**src/rtl/ketr_pkg.sv**
```systemverilog
// ----------------------------------------------------------------------------
// ketr_pkg
// Shared types and constants for the key event tracker.
// ----------------------------------------------------------------------------
package ketr_pkg;

    localparam int SLOT_COUNT_DEF = 50;

    // Slot wiring: full rows below this bound, plus columns 4..6 of row 4
    localparam int WIRED_FULL_END = 40;
    localparam int ROW4_FIRST     = 44;
    localparam int ROW4_LAST      = 46;

    localparam logic [3:0] FAIL_LIMIT_RST = 4'd5;

    typedef enum logic [2:0] {
        OP_KEY      = 3'd0,
        OP_OVERFLOW = 3'd1,
        OP_FAIL     = 3'd2,
        OP_ROUND_OK = 3'd3,
        OP_LINK_UP  = 3'd4
    } op_t;

    typedef enum logic [1:0] {
        CAUSE_KEY        = 2'd0,
        CAUSE_OVERFLOW   = 2'd1,
        CAUSE_DISCONNECT = 2'd2
    } cause_t;

    typedef enum logic [1:0] {
        ST_IDLE,
        ST_KEY_WR,
        ST_SCAN
    } state_t;

endpackage

```
**src/rtl/key_event_tracker_with_release_top.sv**
```systemverilog
// ----------------------------------------------------------------------------
// key_event_tracker_with_release_top
// Keypad held-key tracker with forced release on overflow and disconnect.
// ----------------------------------------------------------------------------
// Input channel (in_valid/in_stall, opcode, event_byte) takes one item when
// in_valid is high and in_stall low. Output channel (out_valid/out_stall,
// slot, pressed, cause, last) delivers result items; last marks the final
// result of an item.
// Timing: the block takes one item at a time. A key event reads the held
// map on accept and writes it back in ST_KEY_WR once the output register
// is free; the result is registered. A release-all walks the held map one
// slot per cycle while the receiver does not stall, up to the last held
// slot (slot 46 at most, the top wired slot). Status opcodes and ignored
// items give no result. The output register lets a new item be accepted
// while a result still waits. When the receiver stalls, the walk pauses
// on the next held slot. Reset clears the held map (per-entry valid bits),
// the failure count and the link state (disconnected); fail_limit returns
// to 5. The user must write it over the APB port, addresses 0 to 3, only
// while the block is idle; the block itself does not enforce this.
// ----------------------------------------------------------------------------
module key_event_tracker_with_release_top #(
    parameter int SLOT_COUNT = ketr_pkg::SLOT_COUNT_DEF
) (
    input  logic        clk,
    input  logic        rst_n,
    input  logic        psel,
    input  logic        penable,
    input  logic        pwrite,
    input  logic [2:0]  paddr,
    input  logic [31:0] pwdata,
    output logic [31:0] prdata,
    output logic        pready,
    input  logic        in_valid,
    output logic        in_stall,
    input  logic [2:0]  opcode,
    input  logic [7:0]  event_byte,
    output logic        out_valid,
    input  logic        out_stall,
    output logic [5:0]  slot,
    output logic        pressed,
    output logic [1:0]  cause,
    output logic        last
);

    localparam int ADDR_W = $clog2(SLOT_COUNT);

    logic [3:0]        fail_limit_reg, fail_limit_next;
    logic              sel_limit;
    logic              mem_rd_en;
    logic [ADDR_W-1:0] mem_rd_addr;
    logic              mem_rd_data;
    logic              mem_wr_en;
    logic [ADDR_W-1:0] mem_wr_addr;
    logic              mem_wr_data;

    assign pready    = 1'b1;
    assign sel_limit = !paddr[2];

    always_comb
    begin
        fail_limit_next = fail_limit_reg;
        if (psel && penable && pwrite && sel_limit)
        begin
            fail_limit_next = pwdata[3:0];
        end
    end

    always_ff @(posedge clk or negedge rst_n)
    begin
        if (!rst_n)
        begin
            fail_limit_reg <= ketr_pkg::FAIL_LIMIT_RST;
        end
        else
        begin
            fail_limit_reg <= fail_limit_next;
        end
    end

    assign prdata = sel_limit ? {28'd0, fail_limit_reg} : 32'd0;

    ketr_ctrl #(
        .SLOT_COUNT (SLOT_COUNT)
    ) u_ctrl (
        .clk         (clk),
        .rst_n       (rst_n),
        .fail_limit  (fail_limit_reg),
        .in_valid    (in_valid),
        .in_stall    (in_stall),
        .opcode      (opcode),
        .event_byte  (event_byte),
        .out_valid   (out_valid),
        .out_stall   (out_stall),
        .slot        (slot),
        .pressed     (pressed),
        .cause       (cause),
        .last        (last),
        .mem_rd_en   (mem_rd_en),
        .mem_rd_addr (mem_rd_addr),
        .mem_rd_data (mem_rd_data),
        .mem_wr_en   (mem_wr_en),
        .mem_wr_addr (mem_wr_addr),
        .mem_wr_data (mem_wr_data)
    );

    ketr_mem #(
        .SLOT_COUNT (SLOT_COUNT)
    ) u_mem (
        .clk     (clk),
        .rst_n   (rst_n),
        .rd_en   (mem_rd_en),
        .rd_addr (mem_rd_addr),
        .rd_data (mem_rd_data),
        .wr_en   (mem_wr_en),
        .wr_addr (mem_wr_addr),
        .wr_data (mem_wr_data)
    );

endmodule

```
**src/rtl/ketr_mem.sv**
```systemverilog
// ----------------------------------------------------------------------------
// ketr_mem
// Held-map memory: one bit per slot, registered read, per-entry
// valid bits so that an entry never written reads as released.
// ----------------------------------------------------------------------------
module ketr_mem #(
    parameter int SLOT_COUNT = ketr_pkg::SLOT_COUNT_DEF,
    localparam int ADDR_W    = $clog2(SLOT_COUNT)
) (
    input  logic              clk,
    input  logic              rst_n,
    input  logic              rd_en,
    input  logic [ADDR_W-1:0] rd_addr,
    output logic              rd_data,
    input  logic              wr_en,
    input  logic [ADDR_W-1:0] wr_addr,
    input  logic              wr_data
);

    logic                  mem [SLOT_COUNT];
    logic [SLOT_COUNT-1:0] vld_reg;
    logic                  q_reg;
    logic                  q_vld_reg;

    always_ff @(posedge clk)
    begin
        if (wr_en)
        begin
            mem[wr_addr] <= wr_data;
        end
        if (rd_en)
        begin
            q_reg <= mem[rd_addr];
        end
    end

    always_ff @(posedge clk or negedge rst_n)
    begin
        if (!rst_n)
        begin
            vld_reg   <= '0;
            q_vld_reg <= 1'b0;
        end
        else
        begin
            if (wr_en)
            begin
                vld_reg[wr_addr] <= 1'b1;
            end
            if (rd_en)
            begin
                q_vld_reg <= vld_reg[rd_addr];
            end
        end
    end

    assign rd_data = q_reg & q_vld_reg;

endmodule

```
**src/rtl/ketr_ctrl.sv**
```systemverilog
// ----------------------------------------------------------------------------
// ketr_ctrl
// Sequencer: decodes items, read-modify-writes the held map, walks the map
// for release-all and drives the output register.
// ----------------------------------------------------------------------------
module ketr_ctrl #(
    parameter int SLOT_COUNT = ketr_pkg::SLOT_COUNT_DEF,
    localparam int ADDR_W    = $clog2(SLOT_COUNT),
    localparam int CNT_W     = $clog2(SLOT_COUNT + 1)
) (
    input  logic              clk,
    input  logic              rst_n,
    input  logic [3:0]        fail_limit,
    input  logic              in_valid,
    output logic              in_stall,
    input  logic [2:0]        opcode,
    input  logic [7:0]        event_byte,
    output logic              out_valid,
    input  logic              out_stall,
    output logic [5:0]        slot,
    output logic              pressed,
    output logic [1:0]        cause,
    output logic              last,
    output logic              mem_rd_en,
    output logic [ADDR_W-1:0] mem_rd_addr,
    input  logic              mem_rd_data,
    output logic              mem_wr_en,
    output logic [ADDR_W-1:0] mem_wr_addr,
    output logic              mem_wr_data
);

    ketr_pkg::state_t state_reg, state_next;

    logic              connected_reg, connected_next;
    logic [3:0]        fail_reg, fail_next;
    logic [CNT_W-1:0]  count_reg, count_next;
    logic [CNT_W-1:0]  scan_reg, scan_next;
    logic              chk_vld_reg, chk_vld_next;
    logic [ADDR_W-1:0] chk_addr_reg, chk_addr_next;
    logic [ADDR_W-1:0] key_addr_reg, key_addr_next;
    logic              key_press_reg, key_press_next;
    logic [1:0]        rel_cause_reg, rel_cause_next;

    logic              out_vld_reg, out_vld_next;
    logic [5:0]        slot_reg, slot_next;
    logic              pressed_reg, pressed_next;
    logic [1:0]        cause_reg, cause_next;
    logic              last_reg, last_next;

    logic              accept;
    logic              out_free;
    logic              load;
    logic [7:0]        key_s;
    logic              key_wired;
    logic [3:0]        fail_inc;
    logic              go_key;
    logic              go_scan;
    logic              scan_hit;
    logic              scan_hold;
    logic              scan_end;

    assign in_stall = (state_reg != ketr_pkg::ST_IDLE);
    assign accept   = in_valid && !in_stall;
    assign out_free = !out_vld_reg || !out_stall;

    // key number zero wraps to 255, which fails the wiring test
    assign key_s     = {1'b0, event_byte[6:0]} - 8'd1;
    assign key_wired = (event_byte != 8'd0) && (int'(key_s) < SLOT_COUNT)
                       && ((int'(key_s) < ketr_pkg::WIRED_FULL_END)
                           || ((int'(key_s) >= ketr_pkg::ROW4_FIRST)
                               && (int'(key_s) <= ketr_pkg::ROW4_LAST)));
    assign fail_inc  = fail_reg + 4'd1;

    // item decode, only meaningful while accepting
    always_comb
    begin
        go_key         = 1'b0;
        go_scan        = 1'b0;
        connected_next = connected_reg;
        fail_next      = fail_reg;
        rel_cause_next = rel_cause_reg;
        if (accept)
        begin
            if (!connected_reg)
            begin
                if (opcode == ketr_pkg::OP_LINK_UP)
                begin
                    connected_next = 1'b1;
                    fail_next      = 4'd0;
                end
            end
            else
            begin
                case (opcode)
                    ketr_pkg::OP_KEY:
                    begin
                        go_key = key_wired;
                    end
                    ketr_pkg::OP_OVERFLOW:
                    begin
                        go_scan        = (count_reg != '0);
                        rel_cause_next = ketr_pkg::CAUSE_OVERFLOW;
                    end
                    ketr_pkg::OP_FAIL:
                    begin
                        if (fail_inc >= fail_limit)
                        begin
                            connected_next = 1'b0;
                            fail_next      = 4'd0;
                            go_scan        = (count_reg != '0);
                            rel_cause_next = ketr_pkg::CAUSE_DISCONNECT;
                        end
                        else
                        begin
                            fail_next = fail_inc;
                        end
                    end
                    ketr_pkg::OP_ROUND_OK:
                    begin
                        fail_next = 4'd0;
                    end
                    default:
                    begin
                    end
                endcase
            end
        end
    end

    // scan: a hit waits for the output register, read data holds meanwhile
    assign scan_hit  = (state_reg == ketr_pkg::ST_SCAN) && chk_vld_reg && mem_rd_data;
    assign scan_hold = scan_hit && !out_free;
    assign scan_end  = scan_hit && out_free && (count_reg == CNT_W'(1));

    always_comb
    begin
        state_next = state_reg;
        case (state_reg)
            ketr_pkg::ST_IDLE:
            begin
                if (go_key)
                begin
                    state_next = ketr_pkg::ST_KEY_WR;
                end
                else if (go_scan)
                begin
                    state_next = ketr_pkg::ST_SCAN;
                end
            end
            ketr_pkg::ST_KEY_WR:
            begin
                if (out_free)
                begin
                    state_next = ketr_pkg::ST_IDLE;
                end
            end
            ketr_pkg::ST_SCAN:
            begin
                if (scan_end)
                begin
                    state_next = ketr_pkg::ST_IDLE;
                end
            end
            default:
            begin
                state_next = ketr_pkg::ST_IDLE;
            end
        endcase
    end

    always_comb
    begin
        mem_rd_en      = 1'b0;
        mem_rd_addr    = ADDR_W'(key_s);
        mem_wr_en      = 1'b0;
        mem_wr_addr    = key_addr_reg;
        mem_wr_data    = 1'b0;
        load           = 1'b0;
        slot_next      = slot_reg;
        pressed_next   = pressed_reg;
        cause_next     = cause_reg;
        last_next      = last_reg;
        count_next     = count_reg;
        scan_next      = scan_reg;
        chk_vld_next   = chk_vld_reg;
        chk_addr_next  = chk_addr_reg;
        key_addr_next  = key_addr_reg;
        key_press_next = key_press_reg;
        case (state_reg)
            ketr_pkg::ST_IDLE:
            begin
                if (go_key)
                begin
                    mem_rd_en      = 1'b1;
                    key_addr_next  = ADDR_W'(key_s);
                    key_press_next = event_byte[7];
                end
                scan_next    = '0;
                chk_vld_next = 1'b0;
            end
            ketr_pkg::ST_KEY_WR:
            begin
                if (out_free)
                begin
                    mem_wr_en    = 1'b1;
                    mem_wr_data  = key_press_reg;
                    load         = 1'b1;
                    slot_next    = 6'(key_addr_reg);
                    pressed_next = key_press_reg;
                    cause_next   = ketr_pkg::CAUSE_KEY;
                    last_next    = 1'b1;
                    if (key_press_reg && !mem_rd_data)
                    begin
                        count_next = count_reg + CNT_W'(1);
                    end
                    else if (!key_press_reg && mem_rd_data)
                    begin
                        count_next = count_reg - CNT_W'(1);
                    end
                end
            end
            ketr_pkg::ST_SCAN:
            begin
                if (!scan_hold)
                begin
                    if (scan_hit)
                    begin
                        mem_wr_en    = 1'b1;
                        mem_wr_addr  = chk_addr_reg;
                        mem_wr_data  = 1'b0;
                        load         = 1'b1;
                        slot_next    = 6'(chk_addr_reg);
                        pressed_next = 1'b0;
                        cause_next   = rel_cause_reg;
                        last_next    = (count_reg == CNT_W'(1));
                        count_next   = count_reg - CNT_W'(1);
                    end
                    if (scan_end)
                    begin
                        chk_vld_next = 1'b0;
                    end
                    else
                    begin
                        mem_rd_addr   = scan_reg[ADDR_W-1:0];
                        mem_rd_en     = (int'(scan_reg) < SLOT_COUNT);
                        chk_vld_next  = mem_rd_en;
                        chk_addr_next = scan_reg[ADDR_W-1:0];
                        scan_next     = scan_reg + CNT_W'(1);
                    end
                end
            end
            default:
            begin
            end
        endcase
    end

    always_comb
    begin
        if (load)
        begin
            out_vld_next = 1'b1;
        end
        else if (!out_stall)
        begin
            out_vld_next = 1'b0;
        end
        else
        begin
            out_vld_next = out_vld_reg;
        end
    end

    always_ff @(posedge clk or negedge rst_n)
    begin
        if (!rst_n)
        begin
            state_reg     <= ketr_pkg::ST_IDLE;
            connected_reg <= 1'b0;
            fail_reg      <= 4'd0;
            count_reg     <= '0;
            scan_reg      <= '0;
            chk_vld_reg   <= 1'b0;
            out_vld_reg   <= 1'b0;
        end
        else
        begin
            state_reg     <= state_next;
            connected_reg <= connected_next;
            fail_reg      <= fail_next;
            count_reg     <= count_next;
            scan_reg      <= scan_next;
            chk_vld_reg   <= chk_vld_next;
            out_vld_reg   <= out_vld_next;
        end
    end

    always_ff @(posedge clk)
    begin
        chk_addr_reg  <= chk_addr_next;
        key_addr_reg  <= key_addr_next;
        key_press_reg <= key_press_next;
        rel_cause_reg <= rel_cause_next;
        slot_reg      <= slot_next;
        pressed_reg   <= pressed_next;
        cause_reg     <= cause_next;
        last_reg      <= last_next;
    end

    assign out_valid = out_vld_reg;
    assign slot      = slot_reg;
    assign pressed   = pressed_reg;
    assign cause     = cause_reg;
    assign last      = last_reg;

    // held count never exceeds the slot count
    a_count_range: assert property (@(posedge clk) disable iff (!rst_n)
        int'(count_reg) <= SLOT_COUNT)
        else $error("held count above slot count");

    a_scan_nonempty: assert property (@(posedge clk) disable iff (!rst_n)
        (state_reg == ketr_pkg::ST_SCAN) |-> (count_reg != '0))
        else $error("scan running with nothing held");

    a_scan_last_idle: assert property (@(posedge clk) disable iff (!rst_n)
        ((state_reg == ketr_pkg::ST_SCAN) && load && last_next)
        |=> (state_reg == ketr_pkg::ST_IDLE))
        else $error("scan continued after final release");

endmodule
```
**config.mk**
```make
export PLATFORM = sky130hd
export DESIGN_NAME = key_event_tracker_with_release_top
export DESIGN_NICKNAME = d
export VERILOG_FILES = /design/src/rtl/ketr_pkg.sv /design/src/rtl/key_event_tracker_with_release_top.sv /design/src/rtl/ketr_mem.sv /design/src/rtl/ketr_ctrl.sv
export SDC_FILE = /design/constraint.sdc
export NUM_CORES = 1
export LEC_CHECK = 0
export BUFFER_PORTS_ARGS = -buffer_cell sky130_fd_sc_hd__buf_2
export CORE_MARGIN = 10
export CORE_UTILIZATION = 58
export CTS_CLUSTER_SIZE = 25
export DETAILED_ROUTE_END_ITERATION = 8
export PLACE_DENSITY = 0.8
export SETUP_SLACK_MARGIN = 0.05
export SLEW_MARGIN = 10
export SYNTH_ARGS = -nofsm -noshare
export SYNTH_HDL_FRONTEND = slang
export SYNTH_SLANG_ARGS = --single-unit
```
**constraint.sdc**
```tcl
create_clock -name clk -period 3.5 [get_ports clk]
set_clock_uncertainty 0.15 [all_clocks]
set_input_delay 0.7 -clock clk [delete_from_list [all_inputs] [get_ports clk]]
set_output_delay 0.7 -clock clk [all_outputs]
set_load 0.02 [all_outputs]
```
==> results of run 1 <==
-- worst max-delay path, cell delays in order, from the launching register on --
cell,delay (ns)
dfrtp_1,0.46
nor4_4,0.45
a211o_1,0.27
a21o_1,0.24
and2_1,0.23
buf_12,0.18
mux2i_1,0.25
o221ai_1,0.15
or3_1,0.44
a32o_1,0.26
-- cell families (layout without fill, tap and decap cells) --
family	after synthesis	count (layout)	share of synthesized area
simple gates	286	286	0.184
flops	152	152	0.556
compound gates	99	99	0.0931
buf+inv	65	111	0.0520
mux	48	48	0.0687
fa+ha+maj	16	16	0.0266
xor+xnor	16	16	0.0186
other cells	2	29	0.000997
-- power breakdown --
part / leakage, µW / switching [µW] / internal, µW / total (µW)
registers: 0.00177 / 119 / 2020 / 2140
clock network: 0.000288 / 714 / 1190 / 1900
logic: 0.00172 / 981 / 616 / 1600
-- stage by stage --
| stage | cell area (µm²) | utilization | setup slack, ns |
|---|---|---|---|
| 2_1_floorplan | 7640 | - | 0.395 |
| 3_3_place_gp | 7930 | 0.626 | 0.157 |
| 3_5_place_dp | 7930 | 0.626 | 0.108 |
| 4_1_cts | 8540 | 0.674 | 0.154 |
| 5_1_grt | 8540 | 0.674 | 0.0336 |
| 6_report | 8540 | 0.674 | 0.184 |
-- cell usage in the layout, fill, tap and decap left out, drive strengths merged, types with 3 or more instances in the layout --
cell      netlist  routed
nand2          89      89
edfxtp         76      76
dfrtp          74      74
nor2           72      72
buf            42      62
or2            57      57
mux2i          31      31
conb            2      29
a21oi          25      25
nand3          19      19
clkbuf          6      19
inv            17      18
mux2           17      17
ha             16      16
o21ai          14      14
xor2           11      11
a211oi          9       9
and3            8       8
nand2b          7       7
nor3            6       6
nor2b           6       6
o22ai           6       6
o211ai          6       6
xnor2           5       5
and2            5       5
nand4           5       5
a22o            5       5
a31oi           5       5
a21boi          5       5
clkinv          0       5
a21o            4       4
or3             4       4
bufinv          0       4
nand4b          3       3
a41oi           3       3
a311oi          3       3
clkinvlp        0       3
-- synthesized netlist by cell type (2+ instances only) --
master | number | area [µm²]
nor2b_1 | 6 | 37.5
buf_1 | 2 | 7.51
o41a_1 | 2 | 22.5
edfxtp_1 | 76 | 2280
buf_2 | 6 | 30.0
a21boi_0 | 5 | 37.5
dfrtp_1 | 74 | 1850
and3_1 | 8 | 50.1
dfstp_2 | 2 | 52.6
a211oi_1 | 6 | 45.0
nand2_1 | 88 | 330
or2_2 | 57 | 357
o22ai_1 | 6 | 37.5
clkbuf_1 | 6 | 22.5
mux2i_1 | 30 | 300
buf_6 | 2 | 22.5
o21ai_0 | 12 | 60.1
a21o_1 | 4 | 30.0
ha_1 | 16 | 200
a22o_1 | 5 | 43.8
inv_1 | 16 | 60.1
buf_4 | 32 | 240
or3_1 | 4 | 25.0
a41oi_1 | 3 | 26.3
xnor2_1 | 5 | 43.8
xor2_1 | 11 | 96.3
nand3_1 | 19 | 95.1
a311oi_1 | 3 | 26.3
o211ai_1 | 5 | 37.5
nor2_1 | 72 | 270
nand2b_1 | 7 | 43.8
mux2_2 | 16 | 180
conb_1 | 2 | 7.51
a21oi_1 | 24 | 120
and2_1 | 5 | 31.3
nand4_1 | 5 | 31.3
a211o_1 | 2 | 17.5
nor3_1 | 6 | 30.0
nand4b_1 | 3 | 26.3
a31oi_1 | 5 | 31.3
a211oi_2 | 3 | 37.5
-- area by class of cell --
| class | count | area (µm²) | area share |
|---|---|---|---|
| sequential | 152 | 4190 | 0.490 |
| tap | 172 | 215 | 0.0252 |
| inverter | 17 | 68.8 | 0.00806 |
| timing repair buffer | 62 | 398 | 0.0466 |
| clock buffer | 19 | 433 | 0.0507 |
| clock inverter | 13 | 178 | 0.0208 |
| multi-input combinational | 494 | 3060 | 0.359 |
-- layer usage --
| metal | global-route usage | wire length, µm | up-vias |
|---|---|---|---|
| met2 | 0.328 | 8550 | 209 |
| met5 | 0 | 0 | - |
| met4 | 0.0883 | 522 | 0 |
| met1 | 0.243 | 7250 | 2652 |
| li1 | - | - | 2465 |
| met3 | 0.0444 | 1090 | 48 |
-- how the worst max path moves through the flow --
stage	depth (start not counted)	to	start
2_1_floorplan	11	u_mem.q_reg$_DFFE_PP_	out_stall
5_1_grt	9	u_mem.q_reg$_DFFE_PP_	u_ctrl.count_reg[3]$_DFFE_PN0P_
4_1_cts	9	u_mem.q_reg$_DFFE_PP_	u_ctrl.count_reg[2]$_DFFE_PN0P_
6_report	9	u_mem.q_reg$_DFFE_PP_	u_ctrl.count_reg[3]$_DFFE_PN0P_
3_3_place_gp	10	u_mem.q_reg$_DFFE_PP_	out_stall
3_5_place_dp	10	u_mem.q_reg$_DFFE_PP_	out_stall
==> results.toml, run 1 <==
[sta]
finalSetupTns_ns = 0
finalCritPeriodShare = 0.947
drv_slew = 0
setup_viol = 0
max_freq_ghz = 0.302
worst_pin_slew_ns = 1.03
finalHoldViolCount = 0
layout_min_cycle_time_ns = 3.32
slew_headroom = 0.313
rsz0062_at_grt = "true"
whs_ns = 0.262

[worst_setup_path]
critical_path_required_ns = 3.53
worst_setup_path_start_kind = "flip-flop"
r2r-end = "u_mem.q_reg$_DFFE_PP_"
crit_type = "reg -> reg"
crit_arrival_ns = 3.35
r2r_slack_ns = 0.18
cp-end-kind = "flip-flop"
r2r-start = "u_ctrl.count_reg[3]$_DFFE_PN0P_"
critPathMaxFanout = 17
reg2reg_depth = 9

[global_routing]
antenna_found_initial = 0
grt_overflow_total = 0
grt_pass1_vias = 5559
grtUsageTotal = 0.198
grt_first_pass_wirelength_um = 28300
grt_max_degree = 77

[placement]
io_buffers = 38
dp.cells = 897
place_congestion = 0.915
dp_hpwl_um = 12300

[layout]
nets = 813
antenna_cells = 0
fillers = 938
area_growth_pct = 13.3
layout.cells.non_filler = 929
drive_gt1_frac = 0.234

[floorplan]
coreArea_mm2 = 0.0127
ios = 98
die-width_um = 134
die_h_um = 134
initial_core_util = 0.595
rows = 41
die_area_mm2 = 0.0180

[routing]
routed_via_density = 5.78
drt_iter0_drc = 598
route.vias.total = 5374
wl_per_cell_um = 18.7
routed_wl_um = 17400
postRouteAntennaNets = 0
dr.pass1.iters = 5
drc = 0

[yosys]
ys_seq_area_frac = 0.556
syn_inst = 684
ys_ff_latch = 152
synth_ff_type = "edfxtp_1"
syn_avg_cell_area_um2 = 11.0
postSynth.asyncResetShare = 0.500
ys.warnings.count = 0
syn_area_mm2 = 0.00754
synth-edff-count = 76
synth_cell_type_count = 64

[worst_hold_path]
hold_class = "in -> async"

[clock_tree]
postCtsHoldBufs = 0
htree_levels = 4
cts.sinks = 152
cts_setup_buffers = 0
clock_path_buffers = 2
clk_pin_slew_ns = 0.07
insertion_delay_ns = 0.43
cts_tree = "done"
cts_root_buf = "clkbuf_16"
numCtsBuffers = 17
post_cts_resized = 0

[status]
status = "completed"

[power_and_ir_drop]
ir_drop_mv = 0.366
fin_total_pwr_uw = 5640
p_per_area_mw_per_mm2 = 660
power.leakage_uw = 0.00379

[flow_run]
max_cap_violations = 0
Power figures use the tool's default switching activity.
==> run 2: changes to the inputs <==
--- a/config.mk
+++ b/config.mk
@@ -6,10 +6,10 @@
 export NUM_CORES = 1
 export LEC_CHECK = 0
-export BUFFER_PORTS_ARGS = -buffer_cell sky130_fd_sc_hd__buf_2
 export CORE_MARGIN = 10
-export CORE_UTILIZATION = 58
+export CORE_UTILIZATION = 63
 export CTS_CLUSTER_SIZE = 25
 export DETAILED_ROUTE_END_ITERATION = 8
-export PLACE_DENSITY = 0.8
+export DONT_BUFFER_PORTS = 1
+export PLACE_DENSITY = 0.79
 export SETUP_SLACK_MARGIN = 0.05
 export SLEW_MARGIN = 10
==> constraint.sdc (replaced) <==
create_clock -name clk -period 3.5 [get_ports clk]
set_clock_uncertainty 0.15 [all_clocks]
set_input_delay 0.35 -clock clk [delete_from_list [all_inputs] [get_ports clk]]
set_output_delay 0.35 -clock clk [all_outputs]
set_load 0.02 [all_outputs]
==> run 2 against run 1 <==
Global-route usage grew 1.6 points. Largest power group unchanged. Setup slack improved by 0.0034 ns. Critical path depth is 2 higher. Fmax rose by 0.10%. Non-clock buffer count fell by 30. Combinational power is 4% lower. Wire length rose by 0.37%. Design area down 1.9%. Highest routed layer unchanged. Count of clock-buffer cells in the layout up 4. Register-to-register slack hardly changed. Sequential power about the same.
==> results.toml, run 2 (same netlist as run 1, synthesis figures left out) <==
[status]
status = "completed"

[worst_setup_path]
critPathMaxFanout = 21
critical_path_required_ns = 3.53
crit_type = "reg -> reg"
crit_arrival_ns = 3.34
worst_setup_path_start_kind = "flip-flop"
cp-end-kind = "flip-flop"

[placement]
dp_hpwl_um = 12000
io_buffers = 0
place_congestion = 0.905

[routing]
routed-wl-met3_um = 1190
route.vias.total = 5393
drt_iter0_drc = 445
maxUsedRoutingLayer = "met4"
wl_per_cell_um = 20.1
drc = 0
dr.pass1.iters = 5
postRouteAntennaNets = 0
drt-met1-wl_um = 7450
met2_length_um = 8460
routed_wl_um = 17500
routed_via_density = 6.20

[global_routing]
antenna_found_initial = 0
grtUsageTotal = 0.215
grt_pass1_vias = 5361
grt_max_degree = 77
grt_overflow_total = 0
grt_first_pass_wirelength_um = 27800

[clock_tree]
clock_path_buffers = 2
htree_levels = 4
clk_pin_slew_ns = 0.06
numCtsBuffers = 17
cts.sinks = 152
cts_root_buf = "clkbuf_16"
cts_tree = "done"
insertion_delay_ns = 0.42

[sta]
rsz0062_at_grt = "false"
finalHoldViolCount = 0
setup_viol = 0
worst_pin_slew_ns = 0.581
drv_slew = 0
slew_headroom = 0.611
max_freq_ghz = 0.302
finalCritPeriodShare = 0.946
layout_min_cycle_time_ns = 3.31
finalSetupTns_ns = 0

[power_and_ir_drop]
fin_total_pwr_uw = 5520
ir_drop_mv = 0.450
p_per_area_mw_per_mm2 = 659
power.leakage_uw = 0.00366

[floorplan]
die_area_mm2 = 0.0167
rows = 39
coreArea_mm2 = 0.0116
initial_core_util = 0.652
die_h_um = 129
die-width_um = 129
ios = 98

[layout]
final_cell_mix = "nand2_1 (88), edfxtp_1 (76), dfrtp_1 (74), nor2_1 (72), or2_2 (57)"
nets = 783
area_growth_pct = 11.2
antenna_cells = 0
final_common_cell = "nand2_1"
drive_gt1_frac = 0.188

[worst_hold_path]
hold_class = "in -> reg"

[flow_run]
max_cap_violations = 0
run 2: path summary, 6_finish.rpt:
check	from	end	slack, ns	cells after the start
setup / recovery	u_ctrl.count_reg[2]$_DFFE_PN0P_	u_mem.q_reg$_DFFE_PP_	0.19	11
hold / removal	opcode[2]	u_ctrl.rel_cause_reg[0]$_DFFE_PP_	0.03	2
setup reg to reg	u_ctrl.count_reg[2]$_DFFE_PN0P_	u_mem.q_reg$_DFFE_PP_	0.19	11
hold reg to reg	u_mem.vld_reg[24]$_DFFE_PN0P_	u_mem.vld_reg[24]$_DFFE_PN0P_	0.32	1
max in group asynchronous	rst_n	fail_limit_reg[0]$_DFFE_PN1P_	2.51	2
min in group asynchronous	rst_n	u_ctrl.count_reg[1]$_DFFE_PN0P_	0.31	2
run 2: layer usage:
layer | track usage | vias up
li1 | - | 2415
met5 | 0 | -
met1 | 0.272 | 2700
met3 | 0.0469 | 35
met2 | 0.347 | 243
met4 | 0.0970 | 0
run 2: worst max-delay path, stage by stage, from the launching register on:
cell and delay (ns):
dfrtp_1 0.47, nor4_4 0.33, buf_4 0.18, a21oi_2 0.09, o21ai_4 0.28, inv_6 0.11, mux2_4 0.44, a21oi_1 0.16
a22o_1 0.16, o22ai_1 0.07, or3_1 0.34, a32o_1 0.26
run 2: repair_timing:
| item | 4_1_cts | 5_1_grt |
|---|---|---|
| setup buffers | 2 | 3 |
| endpoints found under the hold margin | 83 | 0 |
| hold buffers | 10 | 0 |
| resized for setup | 0 | 1 |
| setup endpoints to repair | 1 | 2 |
| pin swaps | 1 | 2 |
run 2: layout make-up:
cell class                 count  area [µm²]
clock inverter                 9         124
inverter                      17        68.8
timing repair buffer          32         295
clock buffer                  23         468
fill                         795        3180
tap                          143         179
multi-input combinational    494        3060
sequential                   152        4190
run 2: stage by stage:
stage	std cells	utilization	cell area, µm²	setup WS, ns	hold WS [ns]
final	870	0.725	8380	0.188	0.0302
after global routing	870	0.725	8380	0.0354	0.0313
after CTS	867	0.723	8360	0.125	0.000955
after detailed placement	823	0.660	7630	0.0206	-0.0928
after global placement	823	0.660	7630	0.147	-0.0927
after floorplan	711	-	7640	0.503	-0.0956
run 2: power breakdown:
group	switching, µW	internal (µW)	total (µW)
sequential	134	2020	2150
clock	676	1150	1830
combinational	957	584	1540
==> run 3: changes to the inputs <==
==> constraint.sdc (replaced) <==
create_clock -name clk -period 3.5 [get_ports clk]
set_clock_uncertainty 0.15 [all_clocks]
set_input_delay 0.7 -clock clk [delete_from_list [all_inputs] [get_ports clk]]
set_output_delay 0.7 -clock clk [all_outputs]
set_load 0.02 [all_outputs]
==> run 3 against run 2 <==
Count of clock-buffer cells in the layout down 3. Setup slack worse by 0.027 ns. Register-to-register slack worse by 0.03 ns.
==> results.toml, run 3 (same netlist as run 1, synthesis figures left out) <==
[clock_tree]
clk_pin_slew_ns = 0.06
htree_levels = 4
cts.sinks = 152
clock_path_buffers = 2
numCtsBuffers = 17
cts_tree = "done"
insertion_delay_ns = 0.43
cts_root_buf = "clkbuf_16"

[worst_setup_path]
critPathMaxFanout = 15
r2r-start = "u_ctrl.count_reg[3]$_DFFE_PN0P_"
crit_start = "u_ctrl.count_reg[3]$_DFFE_PN0P_"
worst_setup_path_start_kind = "flip-flop"
worstPathCellList = "nor4_4, a21oi_2, o21ai_4, inv_6, mux2_4, buf_4, and3_1, a311oi_1, nor3_1, o211ai_1"
cpMaxStageDelayCell = "a311oi_1"
r2r-end = "u_mem.q_vld_reg$_DFFE_PN0P_"
crit_type = "reg -> reg"
cp-end-kind = "flip-flop"
reg2reg_depth = 10
crit_arrival_ns = 3.53
critical_path_required_ns = 3.69
slowest_delay_ns = 0.47
r2r_slack_ns = 0.16

[sta]
slew_headroom = 0.560
rsz0062_at_grt = "false"
worst_pin_slew_ns = 0.655
layout_min_cycle_time_ns = 3.34
setup_viol = 0
drv_slew = 0
finalSetupTns_ns = 0
max_freq_ghz = 0.299
finalHoldViolCount = 0
finalCritPeriodShare = 0.954

[routing]
route.vias.total = 5167
drc = 0
dr.pass1.iters = 5
postRouteAntennaNets = 0
wl_per_cell_um = 19.8
drt_iter0_drc = 594
routed_via_density = 5.99
routed_wl_um = 17000

[layout]
fillers = 832
final_common_cell = "nand2_1"
regArea_mm2 = 0.00419
drive_gt1_frac = 0.199
nets = 775
final_cell_mix = "nand2_1 (88), edfxtp_1 (76), dfrtp_1 (74), nor2_1 (72), or2_2 (57)"
multi_input_area_mm2 = 0.00306
antenna_cells = 0
utilization = 0.722
area_growth_pct = 10.8

[global_routing]
grt_pass1_vias = 5116
grt_overflow_total = 0
grtUsageTotal = 0.211
grt_first_pass_wirelength_um = 27200
antenna_found_initial = 0
grt_max_degree = 77

[floorplan]
initial_core_util = 0.652
ios = 98
die_h_um = 129
coreArea_mm2 = 0.0116
die-width_um = 129
die_area_mm2 = 0.0167
rows = 39

[power_and_ir_drop]
seq_power_share = 0.383
ir_drop_mv = 0.492
power.leakage_uw = 0.00365
p_sw_uw = 1840
swShare = 0.327
p_per_area_mw_per_mm2 = 673
clkPwrFrac = 0.336
p_comb_frac = 0.282
p_int_uw = 3780

[placement]
dp_hpwl_um = 12000
place_congestion = 0.907
io_buffers = 0

[flow_run]
max_cap_violations = 0

[worst_hold_path]
hold_class = "in -> async"

[status]
status = "completed"
## run 3: cell types whose count changed in the layout (fill, tap and decap cells not counted), sizes merged
cell | before | now
clkbuf | 23 | 21
bufinv | 3 | 2
clkinvlp | 2 | 1
inv | 17 | 22
dlygate4sd3 | 9 | 0
## run 3: metal layers
metal | vias up | global-route usage | share of wire
li1 | 2397 | - | -
met1 | 2551 | 0.270 | 0.43
met2 | 207 | 0.339 | 0.48
met3 | 12 | 0.0665 | 0.083
met4 | 0 | 0.0575 | 0.0099
met5 | - | 0 | 0
## run 3: timing repair
item | in CTS | in global routing
setup buffers | 0 | 4
gates resized for setup | 0 | 2
hold buffers | 1 | 0
endpoints found under the setup margin | 0 | 2
endpoints found under the hold margin | 76 | 0
## run 3: power by group through the flow
stage          clock network (µW)  registers (µW)  logic (µW)
5_1_grt                      1990            2170        1710
4_1_cts                      1900            2150        1490
3_5_place_dp                    0            2190        1450
6_report                     1890            2150        1580
2_1_floorplan                   0            2150        1090
3_3_place_gp                    0            2180        1420
## run 3: final cells by class
class | count | share of cell area
Inverter | 17 | 0.00824
Clock inverter | 12 | 0.0160
Multi-Input combinational cell | 494 | 0.367
Timing Repair Buffer | 24 | 0.0291
Tap cell | 143 | 0.0214
Clock buffer | 20 | 0.0574
Sequential cell | 152 | 0.501
## run 3: worst max-delay path by stage
stage | to | slack, ns
floorplan | u_mem.q_reg$_DFFE_PP_ | 0.39
global placement | u_mem.q_reg$_DFFE_PP_ | 0.21
detailed placement | u_mem.q_reg$_DFFE_PP_ | 0.11
CTS | u_mem.q_reg$_DFFE_PP_ | 0.1
global route | u_mem.q_reg$_DFFE_PP_ | 0.04
finish | u_mem.q_vld_reg$_DFFE_PN0P_ | 0.16
## run 3: through the flow
| step | setup slack [ns] | hold WS, ns | instances | area (µm²) | power, µW |
|---|---|---|---|---|---|
| 2_1_floorplan | 0.395 | 0.254 | 711 | 7640 | 3240 |
| 6_report | 0.161 | 0.0162 | 862 | 8350 | 5620 |
| 3_3_place_gp | 0.206 | 0.257 | 824 | 7650 | 3600 |
| 3_5_place_dp | 0.106 | 0.257 | 824 | 7650 | 3640 |
| 4_1_cts | 0.0987 | 0.0379 | 857 | 8290 | 5540 |
| 5_1_grt | 0.0351 | 0.0239 | 862 | 8350 | 5870 |
## run 3: critical path, delay by kind of cell, from the launching register on
kind / cells / cell delay, ns
buf+inv: 2 / 0.33
mux: 1 / 0.42
simple gates: 3 / 0.75
flops: 1 / 0.46
compound gates: 4 / 1.14
